<file path="config.mk">
export PLATFORM = sky130hd
export DESIGN_NAME = svm_regs
export DESIGN_NICKNAME = d
export VERILOG_FILES = /design/src/svm_pkg.sv /design/src/svm_regs.sv
export SDC_FILE = /design/constraint.sdc
export NUM_CORES = 1
export LEC_CHECK = 0
export BUFFER_PORTS_ARGS = -buffer_cell sky130_fd_sc_hd__buf_2
export CAP_MARGIN = 5
export CELL_PAD_IN_SITES_DETAIL_PLACEMENT = 1
export CELL_PAD_IN_SITES_GLOBAL_PLACEMENT = 1
export CORE_MARGIN = 5
export CORE_UTILIZATION = 33
export CTS_CLUSTER_DIAMETER = 40
export DETAILED_ROUTE_END_ITERATION = 8
export GPL_TIMING_DRIVEN = 0
export PLACE_DENSITY = 0.83
export REMOVE_ABC_BUFFERS = 1
export SYNTH_ARGS = -nofsm -noshare
export SYNTH_HDL_FRONTEND = slang
export SYNTH_SLANG_ARGS = --single-unit
export TNS_END_PERCENT = 30
</file>
<file path="constraint.sdc">
create_clock -name aclk -period 2.4 [get_ports aclk]
set_clock_uncertainty 0.2 [all_clocks]
set_input_delay 0.36 -clock aclk [delete_from_list [all_inputs] [get_ports aclk]]
set_output_delay 0.36 -clock aclk [all_outputs]
set_load 0.01 [all_outputs]
</file>
<file path="src/svm_pkg.sv">
// Shared types, constants and helper functions of the sample voice mixer.
// No dependencies; every other file of the block refers to this package.
`default_nettype none

package svm_pkg;

    localparam int SAMPLE_DEPTH  = 65536;
    localparam int SAMPLE_AW     = $clog2(SAMPLE_DEPTH);
    localparam int SAMPLE_W      = 8;
    localparam int FRACTION_BITS = 12;
    localparam int POS_W         = 32;
    localparam int INDEX_W       = POS_W - FRACTION_BITS;
    localparam int START_SHIFT   = 8 + FRACTION_BITS;
    localparam int PADDR_W       = 4;
    localparam int PDATA_W       = 32;

    localparam logic [7:0] MIX_VOLUME_RESET = 8'd64;
    localparam logic [9:0] PAN_FULL         = 10'd256;

    typedef enum logic [1:0] {
        OP_LOAD   = 2'd0,
        OP_START  = 2'd1,
        OP_RENDER = 2'd2,
        OP_NONE   = 2'd3
    } opcode_t;

    typedef enum logic [1:0] {
        REG_LOOP_END    = 2'd0,
        REG_LOOP_LENGTH = 2'd1,
        REG_LOOP_ENABLE = 2'd2,
        REG_MIX_VOLUME  = 2'd3
    } reg_index_t;

    typedef struct packed {
        opcode_t            opcode;
        logic [15:0]        sample_address;
        logic signed [7:0]  sample_byte;
        logic [7:0]         start_offset;
        logic [19:0]        step;
        logic [8:0]         channel_volume;
        logic [8:0]         pan;
        logic signed [15:0] right_in;
        logic signed [15:0] left_in;
    } in_t;

    typedef struct packed {
        logic signed [15:0] right_out;
        logic signed [15:0] left_out;
        logic               voice_active;
    } out_t;

    typedef struct packed {
        logic [15:0] loop_end;
        logic [15:0] loop_length;
        logic        loop_enable;
        logic [7:0]  mix_volume;
    } cfg_t;

    typedef struct packed {
        logic                 en;
        logic                 we;
        logic [SAMPLE_AW-1:0] addr;
        logic [SAMPLE_W-1:0]  wdata;
    } ram_req_t;

    function automatic logic signed [15:0] sat16(input logic signed [17:0] v);
        logic signed [15:0] r;
        if (v > 18'sd32767) begin
            r = 16'sh7fff;
        end else if (v < -18'sd32768) begin
            r = 16'sh8000;
        end else begin
            r = v[15:0];
        end
        return r;
    endfunction

endpackage

`default_nettype wire

</file>
<file path="src/svm_regs.sv">
// APB configuration registers: loop end, loop length, loop enable, mix volume.
// Depends on svm_pkg for the register map and the configuration struct.
`default_nettype none

module svm_regs (
    input  wire logic                          aclk,
    input  wire logic                          aresetn,
    input  wire logic                          psel,
    input  wire logic                          penable,
    input  wire logic                          pwrite,
    input  wire logic [svm_pkg::PADDR_W-1:0]   paddr,
    input  wire logic [svm_pkg::PDATA_W-1:0]   pwdata,
    output logic [svm_pkg::PDATA_W-1:0]        prdata,
    output logic                               pready,
    output svm_pkg::cfg_t                      cfg
);

    svm_pkg::cfg_t        cfg_reg;
    svm_pkg::reg_index_t  reg_sel;
    logic                 wr_en;

    assign reg_sel = svm_pkg::reg_index_t'(paddr[3:2]);
    assign wr_en   = psel && penable && pwrite;
    assign pready  = 1'b1;

    always_ff @(posedge aclk) begin
        if (!aresetn) begin
            cfg_reg.loop_end    <= '0;
            cfg_reg.loop_length <= '0;
            cfg_reg.loop_enable <= 1'b0;
            cfg_reg.mix_volume  <= svm_pkg::MIX_VOLUME_RESET;
        end else if (wr_en) begin
            case (reg_sel)
                svm_pkg::REG_LOOP_END:    cfg_reg.loop_end    <= pwdata[15:0];
                svm_pkg::REG_LOOP_LENGTH: cfg_reg.loop_length <= pwdata[15:0];
                svm_pkg::REG_LOOP_ENABLE: cfg_reg.loop_enable <= pwdata[0];
                svm_pkg::REG_MIX_VOLUME:  cfg_reg.mix_volume  <= pwdata[7:0];
                default: ;
            endcase
        end
    end

    always_comb begin
        case (reg_sel)
            svm_pkg::REG_LOOP_END:    prdata = {16'd0, cfg_reg.loop_end};
            svm_pkg::REG_LOOP_LENGTH: prdata = {16'd0, cfg_reg.loop_length};
            svm_pkg::REG_LOOP_ENABLE: prdata = {31'd0, cfg_reg.loop_enable};
            svm_pkg::REG_MIX_VOLUME:  prdata = {24'd0, cfg_reg.mix_volume};
            default:                  prdata = '0;
        endcase
    end

    assign cfg = cfg_reg;

endmodule

`default_nettype wire

</file>
==> results.yml <==
outcome:
  status: "complete, no violations"
sta:
  timing.final.crit_share_pct: 91.8
  final_hold_viol_count: 0
  final_max_slew_viol_count: 0
  slew-limit-headroom_pct: 34.2
  fmax_ghz: 0.454
  rsz0062_at_grt: "false"
  fin_crit_ps: 2200
  worst_pin_slew_ps: 986
  hold-worst-slack_ps: 140
  setup_viol: 0
setup_path:
  crit_arrival_ps: 1640
  worstPathRequired_ps: 1840
  worstSetupPathType: "input port to output port"
  cp-end-kind: "output port"
  cp_max_fo: 21
  start_kind: "input port"
place:
  io_buffers: 79
  routabilityCongestion: 0.669
  post-place-cells: 357
  dp_hpwl_um: 3930
power_and_ir_drop:
  p_comb_share_pct: 8.5
  peakVddDrop_mv: 0.268
  p_sw_share_pct: 22.2
  p_int_mw: 1.15
  p_sw_uw: 327
  power_frac_seq_pct: 47.2
  power_frac_clock_pct: 44.2
  p_per_area_nw_per_um2: 595
  leakage_nw: 1.27
global_route:
  grt_max_degree: 58
  grt_antenna_before_repair: 0
  gr-total-overflow: 0
  grtUsageTotal_pct: 13.8
  grt_pass1_vias: 1734
  grt_pass1_wl_um: 8390
die:
  num_rows: 28
  die_area_um2: 7690
  start_util_pct: 33.8
  core_um2: 5890
  io_pins: 115
  die_y_um: 87.7
  die_width_um: 87.7
cells_and_area:
  drive_gt1_share_pct: 31.7
  syn_to_final_growth_pct: 24.3
  final_common_cell: "buf_2"
  fin_cells: 365
  diodes: 0
  finalCoreUtilization_pct: 42.0
  layout_common_cells: "79 x buf_2, 64 x nand2_1, 55 x mux2i_1, 41 x dfxtp_1, 17 x conb_1"
  largest_reg_flops: 41
  nets: 330
clock_tree:
  clock-sinks: 41
  clk_latency_ps: 280
  post_cts_buffers: 0
  htree_levels: 2
  post_cts_resized: 0
  cts-root-buf: "clkbuf_8"
  clk_pin_slew_worst_paths_ps: 80
  ctsHoldBuffers: 0
  cts_tree: "built"
  clock_path_buffers: 2
  cts_buffers: 5
detailed_routing:
  dr.pass1.iters: 2
  wirelength_um: 5290
  remaining_drc_errors: 0
  drtIter0Drc: 33
  vias_per_cell: 4.64
  wl_per_cell_um: 14.5
  ant_nets: 0
  vias: 1692
synthesis:
  synthAdderAreaFrac_pct: 0
  synthSimpleGateAreaFrac_pct: 16.0
  yosysWarningCount: 0
  muxShareOfSynthArea_pct: 28.8
  avgSynthCellArea_um2: 9.13
  synthTopCellsByArea: "dfxtp_1 41%, mux2i_1 28%, nand2_1 12%, buf_4 6.8%, o21ai_0 2.0%"
  synth_top_family_by_area: "multiplexers"
  synth_compound_area_share_pct: 2.45
  synth_top_cell_area_share_pct: 41.2
  ys_ff_latch: 41
  synth.distinct_cells: 21
  synthXorXnorAreaFrac_pct: 0
  syn_area_um2: 1990
  yosysSeqAreaShare_pct: 41.2
  synthCells: 218
  yosysTopAreaCell: "dfxtp_1"
worst_hold_path:
  hold_class: "input port to register"
flow_run:
  maxCapViolations: 0
==> worst paths after layout <==
| kind | start | end | slack (ps) | depth (start not counted) |
|---|---|---|---|---|
| max | paddr[2] | prdata[1] | 200 | 5 |
| min | pwdata[9] | cfg[18]$_SDFFE_PN0P_ | 140 | 3 |
| max reg2reg | cfg[6]$_SDFFE_PN1P_ | cfg[6]$_SDFFE_PN1P_ | 1480 | 2 |
| min reg2reg | cfg[34]$_SDFFE_PN0P_ | cfg[34]$_SDFFE_PN0P_ | 280 | 2 |
==> synthesized netlist by cell type <==
| cell type | instances |
|---|---|
| nand2_1 | 64 |
| mux2i_1 | 55 |
| dfxtp_1 | 41 |
| buf_4 | 18 |
| nor2_1 | 8 |
| o21ai_0 | 8 |
| clkbuf_1 | 7 |
| buf_2 | 2 |
| buf_6 | 2 |
| conb_1 | 2 |
| and2_1 | 1 |
| buf_1 | 1 |
| buf_12 | 1 |
| inv_1 | 1 |
| mux4_2 | 1 |
| nand3_2 | 1 |
| nor2_2 | 1 |
| nor3_2 | 1 |
| nor3b_1 | 1 |
| o311ai_0 | 1 |
| or3b_1 | 1 |
==> power by group through the flow <==
stage	combinational, mW	clock (mW)	sequential (mW)
detailed placement	0.127	0	0.711
finish	0.126	0.651	0.695
floorplan	0.0528	0	0.715
global route	0.141	0.704	0.697
CTS	0.128	0.679	0.695
global placement	0.124	0	0.711
==> cell families (layout without fill, tap and decap cells) <==
group | after synthesis | in the layout
compound gates | 9 | 9
simple gates | 78 | 78
mux | 56 | 56
buf+inv | 32 | 89
other cells | 2 | 17
flops | 41 | 41
==> layout make-up <==
class	instances	area (um2)
clock buffer	5	68.8
clock inverter	3	65.1
fill	713	3410
inverter	1	3.75
multi-input combinational	160	1010
sequential	41	821
tap	75	93.8
timing repair buffer	80	410
==> layer usage <==
| metal | global-route usage (%) | vias up | part of all wire [%] | wire length [um] |
|---|---|---|---|---|
| met3 | 3.86 | 5 | 8.3 | 437 |
| met5 | 0 | - | 0 | 0 |
| met4 | 2.93 | 0 | 0.59 | 31 |
| met1 | 16.1 | 803 | 41 | 2200 |
| met2 | 25.2 | 59 | 50 | 2630 |
| li1 | - | 825 | - | - |
==> stage by stage <==
step	area [um2]	setup slack [ps]	total power [mW]	TNS (ps)
detailed placement	2340	26.6	0.839	0
CTS	2470	149	1.50	0
finish	2470	196	1.47	0
global placement	2320	-361	0.835	-5570
global route	2470	22.8	1.54	0
floorplan	1830	470	0.768	0
==> worst max-delay path, cell delays in order <==
cell     delay, ps
buf_2          520
and2_1         420
nand2_1        100
o21ai_0         70
buf_2          160
(Power assumes the default switching activity.)
