==> config.mk <==
export PLATFORM = sky130hd
export DESIGN_NAME = svm_voice
export DESIGN_NICKNAME = d
export VERILOG_FILES = /design/src/svm_pkg.sv /design/src/svm_voice.sv
export SDC_FILE = /design/constraint.sdc
export NUM_CORES = 2
export LEC_CHECK = 0
export BUFFER_PORTS_ARGS = -buffer_cell sky130_fd_sc_hd__buf_2
export CORE_ASPECT_RATIO = 0.8
export CORE_UTILIZATION = 40
export DETAILED_ROUTE_END_ITERATION = 10
export HOLD_SLACK_MARGIN = 0.1
export SYNTH_ARGS = -nofsm -noshare
export SYNTH_HDL_FRONTEND = slang
export SYNTH_SLANG_ARGS = --single-unit
==> constraint.sdc <==
create_clock -name aclk -period 17.35 [get_ports aclk]
set_clock_uncertainty 0.15 [all_clocks]
set_input_delay 3.47 -clock aclk [delete_from_list [all_inputs] [get_ports aclk]]
set_output_delay 3.47 -clock aclk [all_outputs]
set_load 0.05 [all_outputs]
==> src/svm_pkg.sv <==
// Shared types, constants and helper functions of the sample voice mixer.
// No dependencies; every other file of the block refers to this package.
`default_nettype none

package svm_pkg;

    localparam int SAMPLE_DEPTH  = 65536;
    localparam int SAMPLE_AW     = $clog2(SAMPLE_DEPTH);
    localparam int SAMPLE_W      = 8;
    localparam int FRACTION_BITS = 12;
    localparam int POS_W         = 32;
    localparam int INDEX_W       = POS_W - FRACTION_BITS;
    localparam int START_SHIFT   = 8 + FRACTION_BITS;
    localparam int PADDR_W       = 4;
    localparam int PDATA_W       = 32;

    localparam logic [7:0] MIX_VOLUME_RESET = 8'd64;
    localparam logic [9:0] PAN_FULL         = 10'd256;

    typedef enum logic [1:0] {
        OP_LOAD   = 2'd0,
        OP_START  = 2'd1,
        OP_RENDER = 2'd2,
        OP_NONE   = 2'd3
    } opcode_t;

    typedef enum logic [1:0] {
        REG_LOOP_END    = 2'd0,
        REG_LOOP_LENGTH = 2'd1,
        REG_LOOP_ENABLE = 2'd2,
        REG_MIX_VOLUME  = 2'd3
    } reg_index_t;

    typedef struct packed {
        opcode_t            opcode;
        logic [15:0]        sample_address;
        logic signed [7:0]  sample_byte;
        logic [7:0]         start_offset;
        logic [19:0]        step;
        logic [8:0]         channel_volume;
        logic [8:0]         pan;
        logic signed [15:0] right_in;
        logic signed [15:0] left_in;
    } in_t;

    typedef struct packed {
        logic signed [15:0] right_out;
        logic signed [15:0] left_out;
        logic               voice_active;
    } out_t;

    typedef struct packed {
        logic [15:0] loop_end;
        logic [15:0] loop_length;
        logic        loop_enable;
        logic [7:0]  mix_volume;
    } cfg_t;

    typedef struct packed {
        logic                 en;
        logic                 we;
        logic [SAMPLE_AW-1:0] addr;
        logic [SAMPLE_W-1:0]  wdata;
    } ram_req_t;

    function automatic logic signed [15:0] sat16(input logic signed [17:0] v);
        logic signed [15:0] r;
        if (v > 18'sd32767) begin
            r = 16'sh7fff;
        end else if (v < -18'sd32768) begin
            r = 16'sh8000;
        end else begin
            r = v[15:0];
        end
        return r;
    endfunction

endpackage

`default_nettype wire

==> src/svm_voice.sv <==
// Voice sequencer: play position, loop handling, gain and pan pipeline, result register.
// Depends on svm_pkg; drives the sample memory through a request struct.
`default_nettype none

module svm_voice (
    input  wire logic                          aclk,
    input  wire logic                          aresetn,
    input  wire svm_pkg::cfg_t                 cfg,
    input  wire logic                          s_valid,
    output logic                               s_ready,
    input  wire svm_pkg::in_t                  s_data,
    output logic                               m_valid,
    input  wire logic                          m_ready,
    output svm_pkg::out_t                      m_data,
    output svm_pkg::ram_req_t                  ram_req,
    input  wire logic [svm_pkg::SAMPLE_W-1:0]  ram_rdata
);

    typedef enum logic [2:0] {
        ST_IDLE,
        ST_CHECK,
        ST_MUL0,
        ST_MUL1,
        ST_MUL2,
        ST_SUM,
        ST_DONE
    } state_t;

    state_t                          state_reg;
    svm_pkg::in_t                    item_reg;
    logic [svm_pkg::POS_W-1:0]       pos_reg;
    logic                            voice_on_reg;
    logic                            wrapped_reg;
    logic                            in_range_reg;
    logic signed [16:0]              p1_reg;
    logic signed [14:0]              d_reg;
    logic signed [16:0]              pr_reg;
    logic signed [16:0]              pl_reg;
    logic                            m_valid_reg;
    svm_pkg::out_t                   m_data_reg;

    logic [svm_pkg::INDEX_W-1:0]     idx;
    logic                            past_end;
    logic [svm_pkg::POS_W-1:0]       wrap_pos;
    logic                            idx_in_store;
    logic                            wr_in_store;
    logic signed [7:0]               sample_s;
    logic signed [8:0]               mix_s;
    logic signed [9:0]               vol_s;
    logic signed [9:0]               pan_s;
    logic signed [9:0]               pan_r_s;
    logic signed [16:0]              prod0;
    logic signed [26:0]              prod1;
    logic signed [24:0]              prod_r;
    logic signed [24:0]              prod_l;
    logic signed [17:0]              sum_r;
    logic signed [17:0]              sum_l;
    logic                            out_free;

    assign s_ready  = (state_reg == ST_IDLE);
    assign out_free = !m_valid_reg || m_ready;

    assign idx          = pos_reg[svm_pkg::POS_W-1:svm_pkg::FRACTION_BITS];
    assign past_end     = idx >= svm_pkg::INDEX_W'(cfg.loop_end);
    assign wrap_pos     = pos_reg - (svm_pkg::POS_W'(cfg.loop_length) << svm_pkg::FRACTION_BITS);
    assign idx_in_store = svm_pkg::POS_W'(idx) < svm_pkg::POS_W'(svm_pkg::SAMPLE_DEPTH);
    assign wr_in_store  = svm_pkg::POS_W'(s_data.sample_address)
                          < svm_pkg::POS_W'(svm_pkg::SAMPLE_DEPTH);

    always_comb begin
        ram_req.we    = (state_reg == ST_IDLE);
        ram_req.wdata = s_data.sample_byte;
        if (state_reg == ST_IDLE) begin
            ram_req.en   = s_valid && (s_data.opcode == svm_pkg::OP_LOAD) && wr_in_store;
            ram_req.addr = s_data.sample_address[svm_pkg::SAMPLE_AW-1:0];
        end else begin
            ram_req.en   = (state_reg == ST_CHECK) && !past_end && idx_in_store;
            ram_req.addr = idx[svm_pkg::SAMPLE_AW-1:0];
        end
    end

    assign sample_s = in_range_reg ? $signed(ram_rdata) : 8'sd0;
    assign mix_s    = $signed({1'b0, cfg.mix_volume});
    assign vol_s    = $signed({1'b0, item_reg.channel_volume});
    assign pan_s    = $signed({1'b0, item_reg.pan});
    assign pan_r_s  = $signed(svm_pkg::PAN_FULL - {1'b0, item_reg.pan});
    assign prod0    = sample_s * mix_s;
    assign prod1    = p1_reg * vol_s;
    assign prod_r   = d_reg * pan_r_s;
    assign prod_l   = d_reg * pan_s;
    assign sum_r    = 18'(item_reg.right_in) + 18'(pr_reg);
    assign sum_l    = 18'(item_reg.left_in) + 18'(pl_reg);

    always_ff @(posedge aclk) begin
        if (!aresetn) begin
            state_reg    <= ST_IDLE;
            pos_reg      <= '0;
            voice_on_reg <= 1'b0;
            wrapped_reg  <= 1'b0;
            m_valid_reg  <= 1'b0;
        end else begin
            if (m_valid_reg && m_ready && (state_reg != ST_DONE)) begin
                m_valid_reg <= 1'b0;
            end
            case (state_reg)
                ST_IDLE: begin
                    if (s_valid) begin
                        item_reg    <= s_data;
                        wrapped_reg <= 1'b0;
                        case (s_data.opcode)
                            svm_pkg::OP_START: begin
                                pos_reg <= svm_pkg::POS_W'(s_data.start_offset)
                                           << svm_pkg::START_SHIFT;
                                voice_on_reg <= 1'b1;
                                state_reg    <= ST_DONE;
                            end
                            svm_pkg::OP_RENDER: begin
                                state_reg <= voice_on_reg ? ST_CHECK : ST_DONE;
                            end
                            default: begin
                                state_reg <= ST_DONE;
                            end
                        endcase
                    end
                end
                ST_CHECK: begin
                    if (past_end) begin
                        if (cfg.loop_enable && !wrapped_reg) begin
                            pos_reg     <= wrap_pos;
                            wrapped_reg <= 1'b1;
                        end else begin
                            voice_on_reg <= 1'b0;
                            state_reg    <= ST_DONE;
                        end
                    end else begin
                        in_range_reg <= idx_in_store;
                        state_reg    <= ST_MUL0;
                    end
                end
                ST_MUL0: begin
                    p1_reg    <= prod0;
                    pos_reg   <= pos_reg + svm_pkg::POS_W'(item_reg.step);
                    state_reg <= ST_MUL1;
                end
                ST_MUL1: begin
                    d_reg     <= prod1[26:12];
                    state_reg <= ST_MUL2;
                end
                ST_MUL2: begin
                    pr_reg    <= prod_r[24:8];
                    pl_reg    <= prod_l[24:8];
                    state_reg <= ST_SUM;
                end
                ST_SUM: begin
                    item_reg.right_in <= svm_pkg::sat16(sum_r);
                    item_reg.left_in  <= svm_pkg::sat16(sum_l);
                    state_reg         <= ST_DONE;
                end
                ST_DONE: begin
                    if (out_free) begin
                        m_data_reg.right_out    <= item_reg.right_in;
                        m_data_reg.left_out     <= item_reg.left_in;
                        m_data_reg.voice_active <= voice_on_reg;
                        m_valid_reg             <= 1'b1;
                        state_reg               <= ST_IDLE;
                    end
                end
                default: begin
                    state_reg <= ST_IDLE;
                end
            endcase
        end
    end

    assign m_valid = m_valid_reg;
    assign m_data  = m_data_reg;

endmodule

`default_nettype wire

==> results summary <==
The cell row count came out at 87. The worst hold path terminates at m_data[17]. The final max-slew violation count was 0. The count of cell types in the netlist is 76.

The final global-route overflow total is 0. The die is 243 um tall. The delay contributed by the slowest stage of the critical path came out at 430 ps.

The per-cell routed wire length came out at 16.1 um. The via count of the first global-routing pass came to 21300. The synthesized flop and latch total came out at 208. Buffers placed on the I/O ports in this run total 201. In the post-synthesis netlist, the cell with the most instances is inv_1. Yosys mapped a number of flops with a built-in enable equal to 170.

The register with the most flip-flops in the layout has 70 of them. The tree is rooted in a clkbuf_16. The core outline area is 71100 um^2. The required time at the worst-slack endpoint is 13730 ps.

TritonCTS built the clock tree. The maximum clock insertion buffer count came out at 3. The count of max-cap constraint violations came out at 0. The arrival time of data at the critical path endpoint is 5730 ps. After detailed routing, the number of vias per cell comes to 5.02. The endpoint identified for the worst register-to-register timing path is pr_reg[13].

The clock network latency to the later pin of the worst-skew pair came out at 560 ps. The min-delay analysis places its worst path in the category reg -> reg. The area of the mapped netlist came out at 29000 um^2. The critical path in this run is classified as in -> out. The share of the yosys chip area belonging to registers came out at 20.2%.

In this run the most critical hold path is launched from item_reg[16]. The final critical path time including I/O delays and setup came out at 9350 ps. The Yosys step of the flow raised 0 warnings. The floorplan step set the die width to 303 um. The final-report hold violation count was 0. The synthesized net count came out at 3923. The flow ran to the end, and the final reports show no timing, DRC or antenna violations. The detailed router finished its first iteration with 1017 violations. The number of buffers added by the clock tree synthesis step came out at 27.

The share of synthesized registers carrying an async set or reset came out at 0%. Sorting the synthesized cells by area gives the leading types as fa_1 (29%), edfxtp_1 (18%), ha_1 (13%). The number of cells upsized or downsized after cts came out at 0. Headroom to the max-slew limit came out at 15.0%. The routed design has 66900 um of wire. The number of I/O pins is 218. Setup repair after global routing left no endpoint under its margin. The worst hold path stage count is 0. The depth of the worst register-to-register path is 21. The share of synthesized area in the top cell type comes to 28.5%. From synthesis to final layout, the design area changed by 9.75%.

At the pin with the least slew margin, the transition time is 1270 ps. In this run the remaining antenna-violating nets after routing total 0. The number of optimization iterations in the first detailed-route pass came out at 6. The initial utilization of the core area, before any placement, comes to 40.8%.

The clock sink count came out at 208. The global-route wire length before repair is 112000 um. The slowest stage of the critical path is the a2111oi_0 cell. The number of levels the H-tree was split into is 1. The type of element launching the critical path is an input pin. The number of nets in the finished design came out at 4071. The biggest area contributor in the post-synthesis netlist is fa_1. The worst setup path is captured at an output port.

By count the netlist is led by inv_1 (551), fa_1 (413), ha_1 (296), nand2_1 (293), and2_1 (245). The worst path uses 53.9% of the clock period. The layout cell share with drive strength beyond 1 is 9.61%.

The hold buffer count at cts came out at 0. The initial antenna violation count was 2. The mean instance size in the synthesized netlist came out at 9.48 um^2. The buffer count from post-CTS setup fixing is 0. The setup TNS after final layout came out at 0 ps. The pin count of the biggest net entering global routing came out at 50.

The global-route total usage across every layer came out at 18.7%. Detailed placement ended at an HPWL of 53100 um. The die covers 73600 um^2. For this run, the leading register cell type out of synthesis is edfxtp_1. The top fanout value on the critical path is 4.

The number of standard cells after synthesis is 3057. Setup violations remaining at the end of the flow were counted as 0. Derived from the worst setup path, the maximum achievable clock frequency is 107 MHz. The via count of the routed design is 20900. The placer congestion estimate is 0.859.

The critical path goes through buf_2 > inv_1 > ha_1 > a21o_1 > a211o_1 > a2111oi_0 > o31ai_1 > a21o_1 > o32ai_1 > buf_2. The post-detailed-route DRC marker count came out at 0. The register-to-register setup slack is 9820 ps. The clock-pin slew of the registers on the worst-case setup and hold paths is 60 ps. The worst register-to-register path begins at item_reg[35].
## worst max path at each step
stage,start,to,depth (start not counted)
floorplan,cfg[34],ram_req[25],8
global placement,cfg[34],ram_req[25],10
detailed placement,cfg[34],ram_req[25],10
CTS,cfg[34],ram_req[25],10
global route,cfg[34],ram_req[25],10
finish,cfg[34],ram_req[25],10
## placed cells by master (no fill, tap or decap), types with 21 or more instances in the layout
cell type and n:
a21o_1 31, a21oi_1 116, and2_1 245, and3_1 46, buf_2 201, clkbuf_16 28
dfxtp_1 38, edfxtp_1 170, fa_1 413, ha_1 296, inv_1 551, nand2_1 293
nand3_1 45, nor2_1 149, nor2b_1 21, nor3_1 32, o21a_1 21, o21ai_0 86
xnor2_1 85, xor2_1 36
## cell type report
cell class	count	area, um^2
antenna	2	5.00
clock buffer	32	726
clock inverter	17	165
fill	6846	39300
inverter	551	2070
multi-input combinational	2197	20700
sequential	208	5870
tap	934	1170
timing repair buffer	220	1150
## critical path: cells and delay by family
family	cells	cell delay, ps
fa+ha+maj	1	300
compound gates	6	1520
buf+inv	3	430
## stage by stage
| step | hold slack [ps] | cell area [um^2] | std cells | utilization, % | setup WS (ps) |
|---|---|---|---|---|---|
| 2_1_floorplan | 273 | 29000 | 3057 | - | 8060 |
| 3_3_place_gp | 288 | 30900 | 4110 | 43.5 | 8050 |
| 3_5_place_dp | 296 | 30900 | 4110 | 43.5 | 8050 |
| 4_1_cts | 311 | 31800 | 4159 | 44.8 | 8040 |
| 5_1_grt | 325 | 31800 | 4160 | 44.8 | 7840 |
| 6_report | 309 | 31800 | 4161 | 44.8 | 8000 |
## metal layers
metal / GRT usage [%] / share of wire (%)
met4: 3.72 / 1.9
met5: 0 / 0.022
met3: 2.55 / 4.3
met1: 27.2 / 49
met2: 29.5 / 45
## cell families (layout without fill, tap and decap cells)
kind of cell | Yosys count | after routing | synth area share (%)
buffers and inverters | 652 | 820 | 8.60
and+or+nand+nor | 929 | 929 | 16.1
adders and majority gates | 709 | 709 | 41.3
xor gates and xnor gates | 121 | 121 | 3.66
other | 0 | 2 | 0
AOI/OAI and AO/OA | 418 | 418 | 9.36
muxes | 20 | 20 | 0.747
DFF | 208 | 208 | 20.2
Power is not shown: default switching activity piles up to over one toggle a cycle in this logic, so the estimate is an artifact.
